===== src/scfp_pkg.sv =====
package scfp_pkg;

    // Frame layout
    localparam int PAYLOAD_LEN   = 4;
    localparam int PAYLOAD_IDX_W = $clog2(PAYLOAD_LEN);
    localparam int COUNT_W       = 3;

    localparam logic [7:0] HDR_FIRST  = 8'hAA;
    localparam logic [7:0] HDR_SECOND = 8'h55;
    localparam logic [7:0] FOOTER     = 8'h5D;

    localparam logic [7:0] CIRCLE_X_RESET = 8'd80;
    localparam logic [7:0] CIRCLE_Y_RESET = 8'd60;

    // Configuration register indexes
    localparam int         CFG_IDX_W          = 3;
    localparam int         NUM_CODES          = 6;
    localparam logic [2:0] CFG_CODE_HEIGHT    = 3'd0;
    localparam logic [2:0] CFG_CODE_POSITION  = 3'd1;
    localparam logic [2:0] CFG_CODE_SEARCH    = 3'd2;
    localparam logic [2:0] CFG_CODE_LANDING   = 3'd3;
    localparam logic [2:0] CFG_CODE_DIST_LOW  = 3'd4;
    localparam logic [2:0] CFG_CODE_DIST_HIGH = 3'd5;

    // Update kinds
    localparam logic [2:0] KIND_HEIGHT    = 3'd0;
    localparam logic [2:0] KIND_POSITION  = 3'd1;
    localparam logic [2:0] KIND_SEARCH    = 3'd2;
    localparam logic [2:0] KIND_LANDING   = 3'd3;
    localparam logic [2:0] KIND_DIST_LOW  = 3'd4;
    localparam logic [2:0] KIND_DIST_HIGH = 3'd5;
    localparam logic [2:0] KIND_UNKNOWN   = 3'd6;

    typedef logic [PAYLOAD_LEN-1:0][7:0] t_payload;

    // Frame event from the parser to the value store
    typedef struct packed {
        logic       good;
        logic [7:0] command;
        t_payload   payload;
    } t_frame_evt;

    // Snapshot of all stored values
    typedef struct packed {
        logic [15:0] height;
        logic [15:0] pos_x;
        logic [15:0] pos_y;
        logic [7:0]  search_char;
        logic [7:0]  search_count;
        logic [7:0]  circle_x;
        logic [7:0]  circle_y;
        logic [15:0] dist0;
        logic [15:0] dist1;
        logic [15:0] dist2;
        logic [15:0] dist3;
    } t_snapshot;

endpackage


===== src/scfp_frame_fsm.sv =====
module scfp_frame_fsm (
    input  logic                i_clk,
    input  logic                i_rst_n,
    input  logic                i_step,
    input  logic [7:0]          i_byte,
    output scfp_pkg::t_frame_evt o_evt
);
    import scfp_pkg::*;

    localparam logic [2:0] PH_HUNT    = 3'd0;
    localparam logic [2:0] PH_SECOND  = 3'd1;
    localparam logic [2:0] PH_CMD     = 3'd2;
    localparam logic [2:0] PH_PAYLOAD = 3'd3;
    localparam logic [2:0] PH_FOOTER  = 3'd4;

    logic [2:0]         r_phase,   n_phase;
    logic [7:0]         r_command, n_command;
    logic [COUNT_W-1:0] r_count,   n_count;
    t_payload           r_payload, n_payload;

    // Next parse state for the byte in the input register
    always_comb begin
        n_phase   = r_phase;
        n_command = r_command;
        n_count   = r_count;
        n_payload = r_payload;
        case (r_phase)
            PH_SECOND: begin
                n_phase = (i_byte == HDR_SECOND) ? PH_CMD : PH_HUNT;
            end
            PH_CMD: begin
                n_command = i_byte;
                n_count   = '0;
                n_phase   = PH_PAYLOAD;
            end
            PH_PAYLOAD: begin
                n_payload[r_count[PAYLOAD_IDX_W-1:0]] = i_byte;
                n_count = r_count + COUNT_W'(1);
                if (n_count >= COUNT_W'(PAYLOAD_LEN)) begin
                    n_phase = PH_FOOTER;
                end
            end
            PH_FOOTER: begin
                n_phase = PH_HUNT;
                n_count = '0;
            end
            default: begin
                n_phase = (i_byte == HDR_FIRST) ? PH_SECOND : PH_HUNT;
            end
        endcase
    end

    // Advance control state on each beat
    always_ff @(posedge i_clk) begin
        if (!i_rst_n) begin
            r_phase   <= PH_HUNT;
            r_command <= '0;
            r_count   <= '0;
        end else if (i_step) begin
            r_phase   <= n_phase;
            r_command <= n_command;
            r_count   <= n_count;
        end
    end

    // Hold payload bytes; every frame writes all of them before use
    always_ff @(posedge i_clk) begin
        if (i_step) begin
            r_payload <= n_payload;
        end
    end

    // A good footer completes the frame
    always_comb begin
        o_evt.good    = (r_phase == PH_FOOTER) && (i_byte == FOOTER);
        o_evt.command = r_command;
        o_evt.payload = r_payload;
    end

    a_footer_count: assert property (@(posedge i_clk) disable iff (!i_rst_n)
        (r_phase == PH_FOOTER) |-> (r_count == COUNT_W'(PAYLOAD_LEN)))
        else $error("footer phase without a full payload");

    a_payload_count: assert property (@(posedge i_clk) disable iff (!i_rst_n)
        (r_phase == PH_PAYLOAD) |-> (r_count < COUNT_W'(PAYLOAD_LEN)))
        else $error("payload count overran");

    a_cmd_to_payload: assert property (@(posedge i_clk) disable iff (!i_rst_n)
        (i_step && r_phase == PH_CMD) |=> (r_phase == PH_PAYLOAD && r_count == '0))
        else $error("command byte did not open the payload");

endmodule


===== src/scfp_value_store.sv =====
module scfp_value_store (
    input  logic                                  i_clk,
    input  logic                                  i_rst_n,
    input  logic                                  i_cfg_we,
    input  logic [scfp_pkg::CFG_IDX_W-1:0]        i_cfg_index,
    input  logic [7:0]                            i_cfg_data,
    input  logic                                  i_step,
    input  scfp_pkg::t_frame_evt                  i_evt,
    output logic [2:0]                            o_kind,
    output scfp_pkg::t_snapshot                   o_snap
);
    import scfp_pkg::*;

    logic [NUM_CODES-1:0][7:0] r_codes;
    t_snapshot                 r_snap, n_snap;
    logic [2:0]                kind;
    logic [15:0]               pair_lo, pair_hi;

    // Write command codes
    always_ff @(posedge i_clk) begin
        if (!i_rst_n) begin
            r_codes[CFG_CODE_HEIGHT]    <= 8'd1;
            r_codes[CFG_CODE_POSITION]  <= 8'd2;
            r_codes[CFG_CODE_SEARCH]    <= 8'd3;
            r_codes[CFG_CODE_LANDING]   <= 8'd4;
            r_codes[CFG_CODE_DIST_LOW]  <= 8'd5;
            r_codes[CFG_CODE_DIST_HIGH] <= 8'd6;
        end else if (i_cfg_we) begin
            case (i_cfg_index)
                CFG_CODE_HEIGHT:    r_codes[CFG_CODE_HEIGHT]    <= i_cfg_data;
                CFG_CODE_POSITION:  r_codes[CFG_CODE_POSITION]  <= i_cfg_data;
                CFG_CODE_SEARCH:    r_codes[CFG_CODE_SEARCH]    <= i_cfg_data;
                CFG_CODE_LANDING:   r_codes[CFG_CODE_LANDING]   <= i_cfg_data;
                CFG_CODE_DIST_LOW:  r_codes[CFG_CODE_DIST_LOW]  <= i_cfg_data;
                CFG_CODE_DIST_HIGH: r_codes[CFG_CODE_DIST_HIGH] <= i_cfg_data;
                default: ;
            endcase
        end
    end

    // Match the command, lowest register wins
    always_comb begin
        kind = KIND_UNKNOWN;
        for (int k = NUM_CODES - 1; k >= 0; k--) begin
            if (r_codes[k] == i_evt.command) begin
                kind = 3'(k);
            end
        end
    end

    assign pair_lo = {i_evt.payload[0], i_evt.payload[1]};
    assign pair_hi = {i_evt.payload[2], i_evt.payload[3]};

    // Apply the payload to the selected values
    always_comb begin
        n_snap = r_snap;
        case (kind)
            KIND_HEIGHT: begin
                n_snap.height = pair_lo;
            end
            KIND_POSITION: begin
                n_snap.pos_x = pair_lo;
                n_snap.pos_y = pair_hi;
            end
            KIND_SEARCH: begin
                n_snap.search_char  = i_evt.payload[0];
                n_snap.search_count = i_evt.payload[1];
            end
            KIND_LANDING: begin
                n_snap.circle_x = i_evt.payload[0];
                n_snap.circle_y = i_evt.payload[1];
            end
            KIND_DIST_LOW: begin
                n_snap.dist0 = pair_lo;
                n_snap.dist1 = pair_hi;
            end
            KIND_DIST_HIGH: begin
                n_snap.dist2 = pair_lo;
                n_snap.dist3 = pair_hi;
            end
            default: ;
        endcase
    end

    // Commit the update on a good frame
    always_ff @(posedge i_clk) begin
        if (!i_rst_n) begin
            r_snap <= '{height:       16'h0000,
                        pos_x:        16'h0000,
                        pos_y:        16'h0000,
                        search_char:  8'h00,
                        search_count: 8'h00,
                        circle_x:     CIRCLE_X_RESET,
                        circle_y:     CIRCLE_Y_RESET,
                        dist0:        16'h0000,
                        dist1:        16'h0000,
                        dist2:        16'h0000,
                        dist3:        16'h0000};
        end else if (i_step) begin
            r_snap <= n_snap;
        end
    end

    assign o_kind = kind;
    assign o_snap = n_snap;

    a_hold_without_frame: assert property (@(posedge i_clk) disable iff (!i_rst_n)
        !i_step |=> $stable(r_snap))
        else $error("stored values changed without a frame");

    a_unknown_no_change: assert property (@(posedge i_clk) disable iff (!i_rst_n)
        (i_step && kind == KIND_UNKNOWN) |=> $stable(r_snap))
        else $error("unknown command changed stored values");

    a_first_match: assert property (@(posedge i_clk) disable iff (!i_rst_n)
        (r_codes[CFG_CODE_HEIGHT] == i_evt.command) |-> (kind == KIND_HEIGHT))
        else $error("height code did not take priority");

endmodule


===== src/serial_command_frame_parser_unit.sv =====
// Channel   | Handshake                 | Payload
// rx byte   | i_rx_valid / o_rx_ready   | i_rx_byte
// result    | o_res_valid / i_res_ready | o_update_kind, stored value snapshot
// config    | i_cfg_we                  | i_cfg_index, i_cfg_data
//
// One byte per cycle is accepted while the input side is not stalled; each byte
// passes an input register, then the parse and store update logic, and a good
// frame's result then enters the result register as its footer beat advances.
// Reset is synchronous, active low; it restores the default command codes.
// The input side stalls only when a finished frame meets a result still held.
module serial_command_frame_parser_unit (
    input  logic                            i_clk,
    input  logic                            i_rst_n,
    input  logic                            i_cfg_we,
    input  logic [scfp_pkg::CFG_IDX_W-1:0]  i_cfg_index,
    input  logic [7:0]                      i_cfg_data,
    input  logic                            i_rx_valid,
    output logic                            o_rx_ready,
    input  logic [7:0]                      i_rx_byte,
    output logic                            o_res_valid,
    input  logic                            i_res_ready,
    output logic [2:0]                      o_update_kind,
    output logic [15:0]                     o_height_value,
    output logic [15:0]                     o_position_x,
    output logic [15:0]                     o_position_y,
    output logic [7:0]                      o_search_char,
    output logic [7:0]                      o_search_count,
    output logic [7:0]                      o_circle_x,
    output logic [7:0]                      o_circle_y,
    output logic [15:0]                     o_distance_zero,
    output logic [15:0]                     o_distance_one,
    output logic [15:0]                     o_distance_two,
    output logic [15:0]                     o_distance_three
);
    import scfp_pkg::*;

    logic       r_in_valid;
    logic [7:0] r_in_byte;
    logic       r_out_valid;
    logic [2:0] r_out_kind;
    t_snapshot  r_out_snap;

    t_frame_evt evt;
    logic [2:0] kind;
    t_snapshot  snap;
    logic       fire;
    logic       load;
    logic       accept;

    // Advance the held byte unless its result would overwrite a waiting one
    assign fire   = r_in_valid && (!evt.good || !r_out_valid || i_res_ready);
    assign load   = fire && evt.good;
    assign accept = i_rx_valid && o_rx_ready;
    assign o_rx_ready = !r_in_valid || fire;

    // Input register
    always_ff @(posedge i_clk) begin
        if (!i_rst_n) begin
            r_in_valid <= 1'b0;
        end else if (accept) begin
            r_in_valid <= 1'b1;
        end else if (fire) begin
            r_in_valid <= 1'b0;
        end
    end

    always_ff @(posedge i_clk) begin
        if (accept) begin
            r_in_byte <= i_rx_byte;
        end
    end

    scfp_frame_fsm u_frame (
        .i_clk   (i_clk),
        .i_rst_n (i_rst_n),
        .i_step  (fire),
        .i_byte  (r_in_byte),
        .o_evt   (evt)
    );

    scfp_value_store u_store (
        .i_clk       (i_clk),
        .i_rst_n     (i_rst_n),
        .i_cfg_we    (i_cfg_we),
        .i_cfg_index (i_cfg_index),
        .i_cfg_data  (i_cfg_data),
        .i_step      (load),
        .i_evt       (evt),
        .o_kind      (kind),
        .o_snap      (snap)
    );

    // Result register
    always_ff @(posedge i_clk) begin
        if (!i_rst_n) begin
            r_out_valid <= 1'b0;
        end else if (load) begin
            r_out_valid <= 1'b1;
        end else if (i_res_ready) begin
            r_out_valid <= 1'b0;
        end
    end

    always_ff @(posedge i_clk) begin
        if (load) begin
            r_out_kind <= kind;
            r_out_snap <= snap;
        end
    end

    assign o_res_valid      = r_out_valid;
    assign o_update_kind    = r_out_kind;
    assign o_height_value   = r_out_snap.height;
    assign o_position_x     = r_out_snap.pos_x;
    assign o_position_y     = r_out_snap.pos_y;
    assign o_search_char    = r_out_snap.search_char;
    assign o_search_count   = r_out_snap.search_count;
    assign o_circle_x       = r_out_snap.circle_x;
    assign o_circle_y       = r_out_snap.circle_y;
    assign o_distance_zero  = r_out_snap.dist0;
    assign o_distance_one   = r_out_snap.dist1;
    assign o_distance_two   = r_out_snap.dist2;
    assign o_distance_three = r_out_snap.dist3;

    a_no_overwrite: assert property (@(posedge i_clk) disable iff (!i_rst_n)
        (load && r_out_valid) |-> i_res_ready)
        else $error("result overwritten before it was taken");

    a_kind_range: assert property (@(posedge i_clk) disable iff (!i_rst_n)
        o_res_valid |-> (o_update_kind <= KIND_UNKNOWN))
        else $error("update kind out of range");

    a_ready_when_empty: assert property (@(posedge i_clk) disable iff (!i_rst_n)
        !r_in_valid |-> o_rx_ready)
        else $error("input stalled with an empty input register");

endmodule

===== config.mk =====
export PLATFORM = sky130hd
export DESIGN_NAME = serial_command_frame_parser_unit
export DESIGN_NICKNAME = d
export VERILOG_FILES = /design/src/scfp_pkg.sv /design/src/scfp_frame_fsm.sv /design/src/scfp_value_store.sv /design/src/serial_command_frame_parser_unit.sv
export SDC_FILE = /design/constraint.sdc
export NUM_CORES = 1
export LEC_CHECK = 0
export BUFFER_PORTS_ARGS = -buffer_cell sky130_fd_sc_hd__buf_4
export CAP_MARGIN = 15
export CORE_MARGIN = 2
export CORE_UTILIZATION = 63
export DETAILED_ROUTE_END_ITERATION = 16
export GPL_TIMING_DRIVEN = 0
export PLACE_DENSITY = 0.85
export SKIP_CTS_REPAIR_TIMING = 1
export SLEW_MARGIN = 20
export SYNTH_ARGS = -nofsm -noshare
export SYNTH_HDL_FRONTEND = slang
export SYNTH_HIERARCHICAL = 1
export SYNTH_SLANG_ARGS = --single-unit

===== constraint.sdc =====
create_clock -name i_clk -period 15.8 [get_ports i_clk]
set_clock_uncertainty 0.1 [all_clocks]
set_input_delay 3.16 -clock i_clk [delete_from_list [all_inputs] [get_ports i_clk]]
set_output_delay 3.16 -clock i_clk [all_outputs]
set_load 0.02 [all_outputs]

==> metrics, run 1 <==
outcome completed; peak supply drop 0.0000961 V; Post-Synthesis Cells 1292; most common library cells after synthesis nand2_1 (214), dfxtp_1 (208), edfxtp_1 (187); critical path capture point type output pin; Tcrit/Tclk final 0.435; Worst-Margin Slew 854 ps; synth top area cells edfxtp_1 (35%), dfxtp_1 (26%), mux2_2 (9.3%), mux2i_1 (6.8%), nand2_1 (4.9%); H-tree level count 2; Hold Fails Final Rpt 0; biggest cell delay along the critical path 170 ps; TritonCTS clock tree yes; final WL between 30000 and 40000 um; syn_area_per_cell between 10 and 15 um2; Yosys warning count 6; critical path class input pin to output pin; top-count cell post-synth nand2_1; GR Util met2 0.495; post-route ant nets 0; clk_lat worst skew around 530 ps; Synth Register Bits 395; CTS sink count 395; Max FO, Critical Path 3; Congestion Overflow GR 0; most used cell, CP buf_4; Clock Tree Buf Depth 3; Clock Pin Slew Worst Setup and Hold Paths 60 ps; IO Count 173; Port Buf Inserts about 170; hold crit path type flip-flop to flip-flop; Die X 165 um; worst-path cell chain buf_4 -> nand4b_4 -> buf_4; Arr. time, crit path 3610 ps; PwrDens around 110 nW/um2; Async SR Flop Fraction 0; Core ar. 25300 um2; M3 GR Usage 0.0414; Startpoint Class input pin; DR vias/cell 5.75; Synth top area share 0.345; area leader, netlist edfxtp_1; Synth cell types 56; final RePlAce weighted congestion 0.889; Core Util, Final 0.765; total vias in the final route 10746; busiest grt layer met2; EDFF count, synth around 190; fmax 0.146 GHz; share of layout cells above drive strength 1 0.294; Layout area overhead 18.6%; met1 usage in global routing 0.374; initial drt markers ~940; post-DP HPWL 26300 um; Synth Cell Area 16300 um2; Post-Syn Nets 1320; post-synthesis sequential area ratio 0.601; Worst path slowest cell buf_4; initial core utilization 0.644; Final min period 6870 ps; Fin Setup TNS 0 ps; max-slew violation count 0; filler instances about 1500; cts bufs inserted 39; initial antenna violation count 0; total track usage 0.290; Pleak 8.26 nW; Finish-stage setup viols 0; wire per inst 21.0 um; # diodes 0; die height approximately 160 um; drt first pass iters 5; unrepaired setup endpoints after global routing no; first-pass GRT wire length 59700 um; nets between 1500 and 2000; MaxCap Viol Count 0; largest net degree at the start of global routing 31; DIE AREA between 20000 and 30000 um2; top_reg_cell synth dfxtp_1; Rel. slew slack 0.429; number of global-route vias before repair 10711; CP required between 10000 and 15000 ps; row count 58; Residual DRC 0; Root Driver clkbuf_16
[flip-flops by register name, indices dropped and copies added (netlist names), 3 cells and up]
name               flops
u_store/r_snap       144
u_frame/r_count        3
o_height_value        16
u_frame/r_command      8
u_frame/o_evt         32
o_search_char          8
r_in_byte              8
o_distance_one        16
o_search_count         8
o_position_x          16
u_store/r_codes       48
o_circle_y             8
o_circle_x             8
o_distance_three      16
o_update_kind          3
o_distance_zero       16
u_frame/r_phase        3
o_position_y          16
o_distance_two        16
[power by group]
part | switching, W | leakage, nW | internal (W)
registers | 0.00000795 | 3.59 | 0.00107
clock network | 0.000381 | 0.608 | 0.000510
logic | 0.0000390 | 4.07 | 0.0000265
total | 0.000428 | 8.26 | 0.00161
[final timing paths]
| path | start | end | slack, ps | cells after the start |
|---|---|---|---|---|
| max | i_res_ready | o_rx_ready | 8930 | 3 |
| max reg2reg | r_in_byte[5] | u_store/r_snap[34] | 11300 | 12 |
| min | u_store/r_snap[44] | u_store/r_snap[44] | 360 | 2 |
| min reg2reg | u_store/r_snap[44] | u_store/r_snap[44] | 360 | 2 |
[logic make-up (layout without fill, tap and decap cells)]
family,after synthesis,count (layout),synth area share
muxes,255,255,0.170
AOI/OAI and AO/OA,92,92,0.0392
adders and majority gates,4,4,0.00308
DFF,395,395,0.601
xor gates and xnor gates,49,49,0.0268
buffers and inverters,88,336,0.0357
and+or+nand+nor,409,409,0.124
[worst max-delay path: cells and delay by family]
family | cells | cell delay [ps]
simple gates | 1 | 160
buf+inv | 2 | 280
[routing by layer]
layer  wire [um]  vias to the layer above
met4        1510                        0
met5           0                        -
met2       19500                      423
met1       16000                     5260
li1            -                     4964
met3        2360                       99
[layout by cell type (no fill, tap or decap), types with 12 or more instances in the layout]
cell / instances
a21boi_0: 41
buf_4: 183
buf_6: 27
clkbuf_1: 43
clkbuf_16: 39
clkinv_2: 12
dfxtp_1: 208
edfxtp_1: 187
mux2_2: 134
mux2i_1: 111
nand2_1: 214
nand3_1: 39
nor2_1: 37
nor2b_1: 48
nor3b_1: 16
o21ai_0: 17
xnor2_1: 17
xor2_1: 31
[stage by stage]
step / cell area, um2 / cells / hold WS, ps / setup WS [ps] / power [W]
2_1_floorplan: 16300 / 1292 / 333 / 4640 / 0.00114
3_3_place_gp: 18000 / 1794 / 342 / 1930 / 0.00116
3_5_place_dp: 18100 / 1799 / 351 / 8920 / 0.00117
4_1_cts: 19300 / 1870 / 361 / 8920 / 0.00204
5_1_grt: 19300 / 1870 / 376 / 8910 / 0.00209
6_report: 19300 / 1870 / 360 / 8930 / 0.00204
[layout make-up]
cell class / count / area, um2 / area share
clock buffer: 48 / 1020 / 0.0528
inverter: 8 / 30.0 / 0.00156
sequential: 395 / 9780 / 0.506
tap: 330 / 413 / 0.0214
buffer: 80 / 551 / 0.0285
multi-input combinational: 809 / 5920 / 0.307
timing repair buffer: 177 / 1400 / 0.0724
clock inverter: 23 / 195 / 0.0101
Note: power is estimated with default switching activity, not from simulation.
==> run 2, diff against run 1 <==
Settings changed: CORE_UTILIZATION 63 to 53, PLACE_DENSITY 0.85 to 0.76.
Clock period 15.8 ns to 6.1 ns, I/O delays scaled along.
==> run 2 against run 1 <==
Effect of this change:
- critical path depth grew 10
- combinational power increased to 2.6 times the previous value
- first-iteration DRC count fell by 18%
- global-route usage down 5.6 points
- design area increased by 0.91%
- cell count increased by 3.7%
- hold slack worse by 4.2 ps
- non-clock buffer count grew 1
- via count is 1.7% lower
==> metrics, run 2 (same netlist as run 1, synthesis figures left out) <==
Psw 0.00111 W (was 0.000428 W); Port Buf Inserts 172 (unchanged); Overall Power 0.00534 W (was 0.00204 W); Clock Tree Buf Depth 3 (unchanged); most used cell, CP buf_12 (was buf_4); Placed Cells 1866 (was 1799); pre-CTS setup slack 2070 ps (was 8920 ps); filler instances 2317 (was 1540); DIE AREA 32100 um2 (was 27100 um2); Layout area overhead 19.7% (was 18.6%); Startpoint Class flip-flop (was input pin); worst-path cell chain nand2b_1 -> nor4_2 -> and4b_1 -> nand2_1 -> nor2_4 -> buf_12 -> buf_12 -> clkbuf_1 -> clkinv_1 -> nor2_1 -> nand4b_2 -> buf_6 -> mux2i_1 (was buf_4 -> nand4b_4 -> buf_4); drt first pass iters 5 (unchanged); Final Cell Area 19500 um2 (was 19300 um2); fmax ~0.24 GHz; max-slew violation count 0 (unchanged); Clock Pin Slew Worst Setup and Hold Paths 60 ps (about the same); unrepaired setup endpoints after global routing no (unchanged); MaxCap Viol Count 0 (unchanged); final cell count without fillers 1940 (was 1870); clk_lat worst skew 530 ps (about the same); die height 179 um (was 165 um); final setup margin 1990 ps (was 8930 ps); Finish-stage setup viols 0 (unchanged); Pleak 8.30 nW (was 8.26 nW); hold crit path type flip-flop to flip-flop (unchanged); most common cell after layout, fill and taps aside nand2_1 (unchanged); Core Util, Final 0.640 (was 0.765); initial antenna violation count 0 (unchanged); Power Internal 0.00422 W (was 0.00161 W); worst path bufs/invs 5 (was 2); cts bufs inserted 40 (was 39); largest net degree at the start of global routing 33 (was 31); row count 64 (was 58); post-route ant nets 0 (unchanged); first-pass GRT wire length 56900 um (was 59700 um); Hold Fails Final Rpt 0 (unchanged); initial core utilization 0.535 (was 0.644); Arr. time, crit path 4460 ps (was 3610 ps); critical path class flip-flop to flip-flop (was input pin to output pin); IO Count 173 (unchanged); peak supply drop 0.000162 V (was 0.0000961 V); PwrDens 274 nW/um2 (was 105 nW/um2); Residual DRC 0 (unchanged); Sw Ratio 0.209 (was 0.210); number of global-route vias before repair 10206 (was 10711); Worst-Margin Slew 862 ps (was 854 ps); H-tree level count 2 (unchanged); wire per inst 19.4 um (was 21.0 um); sequential power share 0.524 (was 0.530); Tcrit/Tclk final 0.673; CTS sink count 395 (unchanged); DR vias/cell 5.44 (was 5.75); Placement Cell Area 18200 um2 (was 18100 um2); Final min period 4110 ps; nets 1540 (was 1538); total track usage 0.234 (was 0.290); most frequent cells in the layout nand2_1 (214), dfxtp_1 (208), edfxtp_1 (187) (unchanged); Clock Power Share 0.444 (was 0.438); share of layout cells above drive strength 1 0.294 (about the same); final WL 37600 um (was 39300 um); biggest cell delay along the critical path 560 ps (was 170 ps); Die X 179 um (was 165 um); Core ar. 30400 um2 (was 25300 um2); total vias in the final route 10563 (was 10746); final RePlAce weighted congestion 0.830 (was 0.889); max reg flops 144 (unchanged); critical path capture point type flip-flop (was output pin); Rel. slew slack 0.423 (was 0.429); Worst path slowest cell edfxtp_1 (was buf_4); initial drt markers 771 (was 941); Largest delay share family, worst path simple AND/OR/NAND/NOR gates (was buffers and inverters); TritonCTS clock tree yes (unchanged); Comb pwr share 0.032 (about the same); CP required 6450 ps (was 12540 ps); Congestion Overflow GR 0 (unchanged); Max FO, Critical Path 29 (was 3); Root Driver clkbuf_16 (unchanged); outcome completed (unchanged); Reg with most FFs u_store/r_snap (unchanged); post-DP HPWL 25600 um (was 26300 um); # diodes 0 (unchanged)
==> run 2: changes by cell type in the layout (fill, tap and decap cells not counted), moves of 2 or more <==
| cell | previous run | this run |
|---|---|---|
| bufinv_16 | 3 | 1 |
| clkbuf_16 | 39 | 43 |
| clkbuf_8 | 1 | 4 |
| clkinv_2 | 12 | 8 |
| inv_6 | 3 | 0 |
==> run 2: worst paths after layout <==
| check | startpoint | to | slack (ps) | cells after the start |
|---|---|---|---|---|
| worst max-delay path | r_in_byte[5] | u_store/r_snap[57] | 1990 | 13 |
| worst min-delay path | u_store/r_snap[55] | u_store/r_snap[55] | 360 | 2 |
| worst max register to register | r_in_byte[5] | u_store/r_snap[57] | 1990 | 13 |
| worst min register to register | u_store/r_snap[55] | u_store/r_snap[55] | 360 | 2 |
==> run 2: area by class of cell <==
| class | instances | area, um2 | area share |
|---|---|---|---|
| tap | 396 | 495 | 0.0254 |
| buffer | 80 | 551 | 0.0283 |
| clock inverter | 18 | 123 | 0.00629 |
| sequential | 395 | 9780 | 0.502 |
| inverter | 8 | 30.0 | 0.00154 |
| timing repair buffer | 178 | 1420 | 0.0728 |
| multi-input combinational | 809 | 5920 | 0.304 |
| clock buffer | 56 | 1160 | 0.0598 |
==> run 2: worst register-to-register path: cells and delay by family (launching register included) <==
kind | cells | cell delay (ps)
simple gates | 7 | 1690
mux | 1 | 200
buf+inv | 5 | 1480
flops | 1 | 560
==> run 2: power by group through the flow <==
| stage | Combinational [W] | Sequential (W) | Clock (W) |
|---|---|---|---|
| global route | 0.000182 | 0.00280 | 0.00252 |
| floorplan | 0.000109 | 0.00284 | 0 |
| finish | 0.000168 | 0.00280 | 0.00237 |
| detailed placement | 0.000166 | 0.00285 | 0 |
| CTS | 0.000167 | 0.00280 | 0.00242 |
| global placement | 0.000164 | 0.00285 | 0 |
==> run 2: metal layers <==
| layer | wire length, um | up-vias | track usage |
|---|---|---|---|
| li1 | - | 4983 | - |
| met1 | 16400 | 5134 | 0.321 |
| met2 | 17800 | 358 | 0.373 |
| met3 | 2150 | 88 | 0.0380 |
| met4 | 1220 | 0 | 0.0870 |
| met5 | 0 | - | 0 |
==> run 2: metrics by stage <==
step,setup TNS [ps],hold slack (ps)
after floorplan,0,333
after global placement,-28970,343
after detailed placement,0,349
after CTS,0,358
after global routing,0,377
final,0,356
==> run 3, diff against run 2 <==
Settings changed: CORE_UTILIZATION 53 to 59, PLACE_DENSITY 0.76 to 0.8.
Clock period 6.1 ns to 4.2 ns, I/O delays scaled along.
==> run 3 against run 2 <==
Effect of this change:
- hold slack worse by 2.0 ps
- highest routed layer unchanged
- design area fell by 0.43%
- via count rose by 0.44%
- count of clock-buffer cells in the layout decreased by 6
- power up 44%
==> metrics, run 3 (same netlist as run 1, synthesis figures left out) <==
nets 1540 (unchanged); MaxCap Viol Count 0 (unchanged); IO Count 173 (unchanged); WP depth 12 (was 13); Layout area overhead 19.2% (was 19.7%); die height 170 um (was 179 um); biggest cell delay along the critical path 550 ps (was 560 ps); cts bufs inserted 40 (unchanged); first-pass GRT wire length 57700 um (was 56900 um); # diodes 0 (unchanged); Arr. time, crit path 4010 ps (was 4460 ps); DIE AREA 28900 um2 (was 32100 um2); Worst-Margin Slew 860 ps (was 862 ps); initial drt markers 843 (was 771); wire per inst 20.0 um (was 19.4 um); most common cell after layout, fill and taps aside nand2_1 (unchanged); Residual DRC 0 (unchanged); Pleak 8.30 nW (about the same); worst path bufs/invs 5 (unchanged); CTS sink count 395 (unchanged); unrepaired setup endpoints after global routing no (unchanged); worst-path cell chain nand2b_4 -> nor4_2 -> and4b_2 -> nand2_2 -> nor2_4 -> buf_12 -> clkbuf_1 -> clkinv_2 -> or3b_1 -> buf_6 -> buf_6 -> mux2i_1 (was nand2b_1 -> nor4_2 -> and4b_1 -> nand2_1 -> nor2_4 -> buf_12 -> buf_12 -> clkbuf_1 -> clkinv_1 -> nor2_1 -> nand4b_2 -> buf_6 -> mux2i_1); critical path capture point type flip-flop (unchanged); critical path class flip-flop to flip-flop (unchanged); Reg with most FFs u_store/r_snap (unchanged); Root Driver clkbuf_16 (unchanged); max reg flops 144 (unchanged); initial core utilization 0.602 (was 0.535); hold crit path type flip-flop to flip-flop (unchanged); max-slew violation count 0 (unchanged); post-route ant nets 0 (unchanged); Congestion Overflow GR 0 (unchanged); TritonCTS clock tree yes (unchanged); total track usage 0.259 (was 0.234); Placement Cell Area 18200 um2 (about the same); Final min period 3670 ps (was 4110 ps); most frequent cells in the layout nand2_1 (213), dfxtp_1 (208), edfxtp_1 (187) (was nand2_1 (214), dfxtp_1 (208), edfxtp_1 (187)); Placed Cells 1811 (was 1866); Largest delay share family, worst path simple AND/OR/NAND/NOR gates (unchanged); number of global-route vias before repair 10557 (was 10206); row count 60 (was 64); Overall Power 0.00767 W (was 0.00534 W); filler instances 1846 (was 2317); Hold Slack 354 ps (was 356 ps); share of layout cells above drive strength 1 0.294 (about the same); Core ar. 27000 um2 (was 30400 um2); Register Area 9780 um2 (unchanged); H-tree level count 2 (unchanged); clk_lat worst skew 520 ps (was 530 ps); Max FO, Critical Path 17 (was 29); Worst R2R Path Depth 12 (was 13); final RePlAce weighted congestion 0.828 (was 0.830); drt first pass iters 5 (unchanged); Finish-stage setup viols 0 (unchanged); Tcrit/Tclk final 0.873 (was 0.673); Worst path slowest cell edfxtp_1 (unchanged); Final Cell Area 19400 um2 (was 19500 um2); Hold Fails Final Rpt 0 (unchanged); Clock Pin Slew Worst Setup and Hold Paths 60 ps (about the same); final WL 37700 um (was 37600 um); fmax 0.273 GHz (was 0.244 GHz); DR vias/cell 5.63 (was 5.44); total vias in the final route 10610 (was 10563); post-DP HPWL 25800 um (was 25600 um); Rel. slew slack 0.425 (was 0.423); initial antenna violation count 0 (unchanged); Hold Crit Depth 2 (unchanged); final cell count without fillers 1883 (was 1940); Die X 170 um (was 179 um); Multi-input gate area 5940 um2 (was 5920 um2); most used cell, CP buf_6 (was buf_12); largest net degree at the start of global routing 32 (was 33); peak supply drop 0.000316 V (was 0.000162 V); PwrDens 395 nW/um2 (was 274 nW/um2); Fin Setup TNS 0 ps (unchanged); Port Buf Inserts 172 (unchanged); Startpoint Class flip-flop (unchanged); CP required 4540 ps (was 6450 ps); outcome completed (unchanged); Clock Tree Buf Depth 3 (unchanged)
[run 3: cell types whose count changed in the layout (fill, tap and decap cells not counted), sizes merged]
cell      change
bufinv        +1
clkbuf        -6
clkinv        +2
clkinvlp      +1
[run 3: final timing paths]
check / start / endpoint / slack, ps
max: r_in_byte[5] / u_store/r_snap[24] / 530
min: u_store/r_snap[13] / u_store/r_snap[13] / 350
max reg2reg: r_in_byte[5] / u_store/r_snap[24] / 530
min reg2reg: u_store/r_snap[13] / u_store/r_snap[13] / 350
[run 3: final cells by class]
class / count / share of cell area
tap: 341 / 0.0220
sequential: 395 / 0.504
clock buffer: 50 / 0.0557
inverter: 8 / 0.00161
clock inverter: 22 / 0.00787
timing repair buffer: 178 / 0.0739
multi-input combinational: 809 / 0.306
buffer: 80 / 0.0286
[run 3: metal layers]
layer / GRT usage / part of all wire / vias to the layer above
met5: 0 / 0 / -
met4: 0.0918 / 0.030 / 0
met3: 0.0377 / 0.053 / 78
met2: 0.438 / 0.49 / 356
met1: 0.342 / 0.42 / 5211
li1: - / - / 4965
[run 3: stage by stage]
step           worst slack, ps   util
2_1_floorplan             -688      -
3_3_place_gp             -2020  0.667
3_5_place_dp               576  0.672
4_1_cts                    535  0.718
5_1_grt                    388  0.718
6_report                   533  0.718
[run 3: power by group]
part / total [W] / internal [W] / switching [W] / leakage (nW)
combinational: 0.000248 / 0.000101 / 0.000147 / 4.10
sequential: 0.00406 / 0.00403 / 0.0000302 / 3.59
clock: 0.00336 / 0.00194 / 0.00142 / 0.603
[run 3: tightest hold or removal path, cell delays in order (launching register included)]
cell	delay (ps)
dfxtp_1	300
nand2_1	50
mux2i_1	50
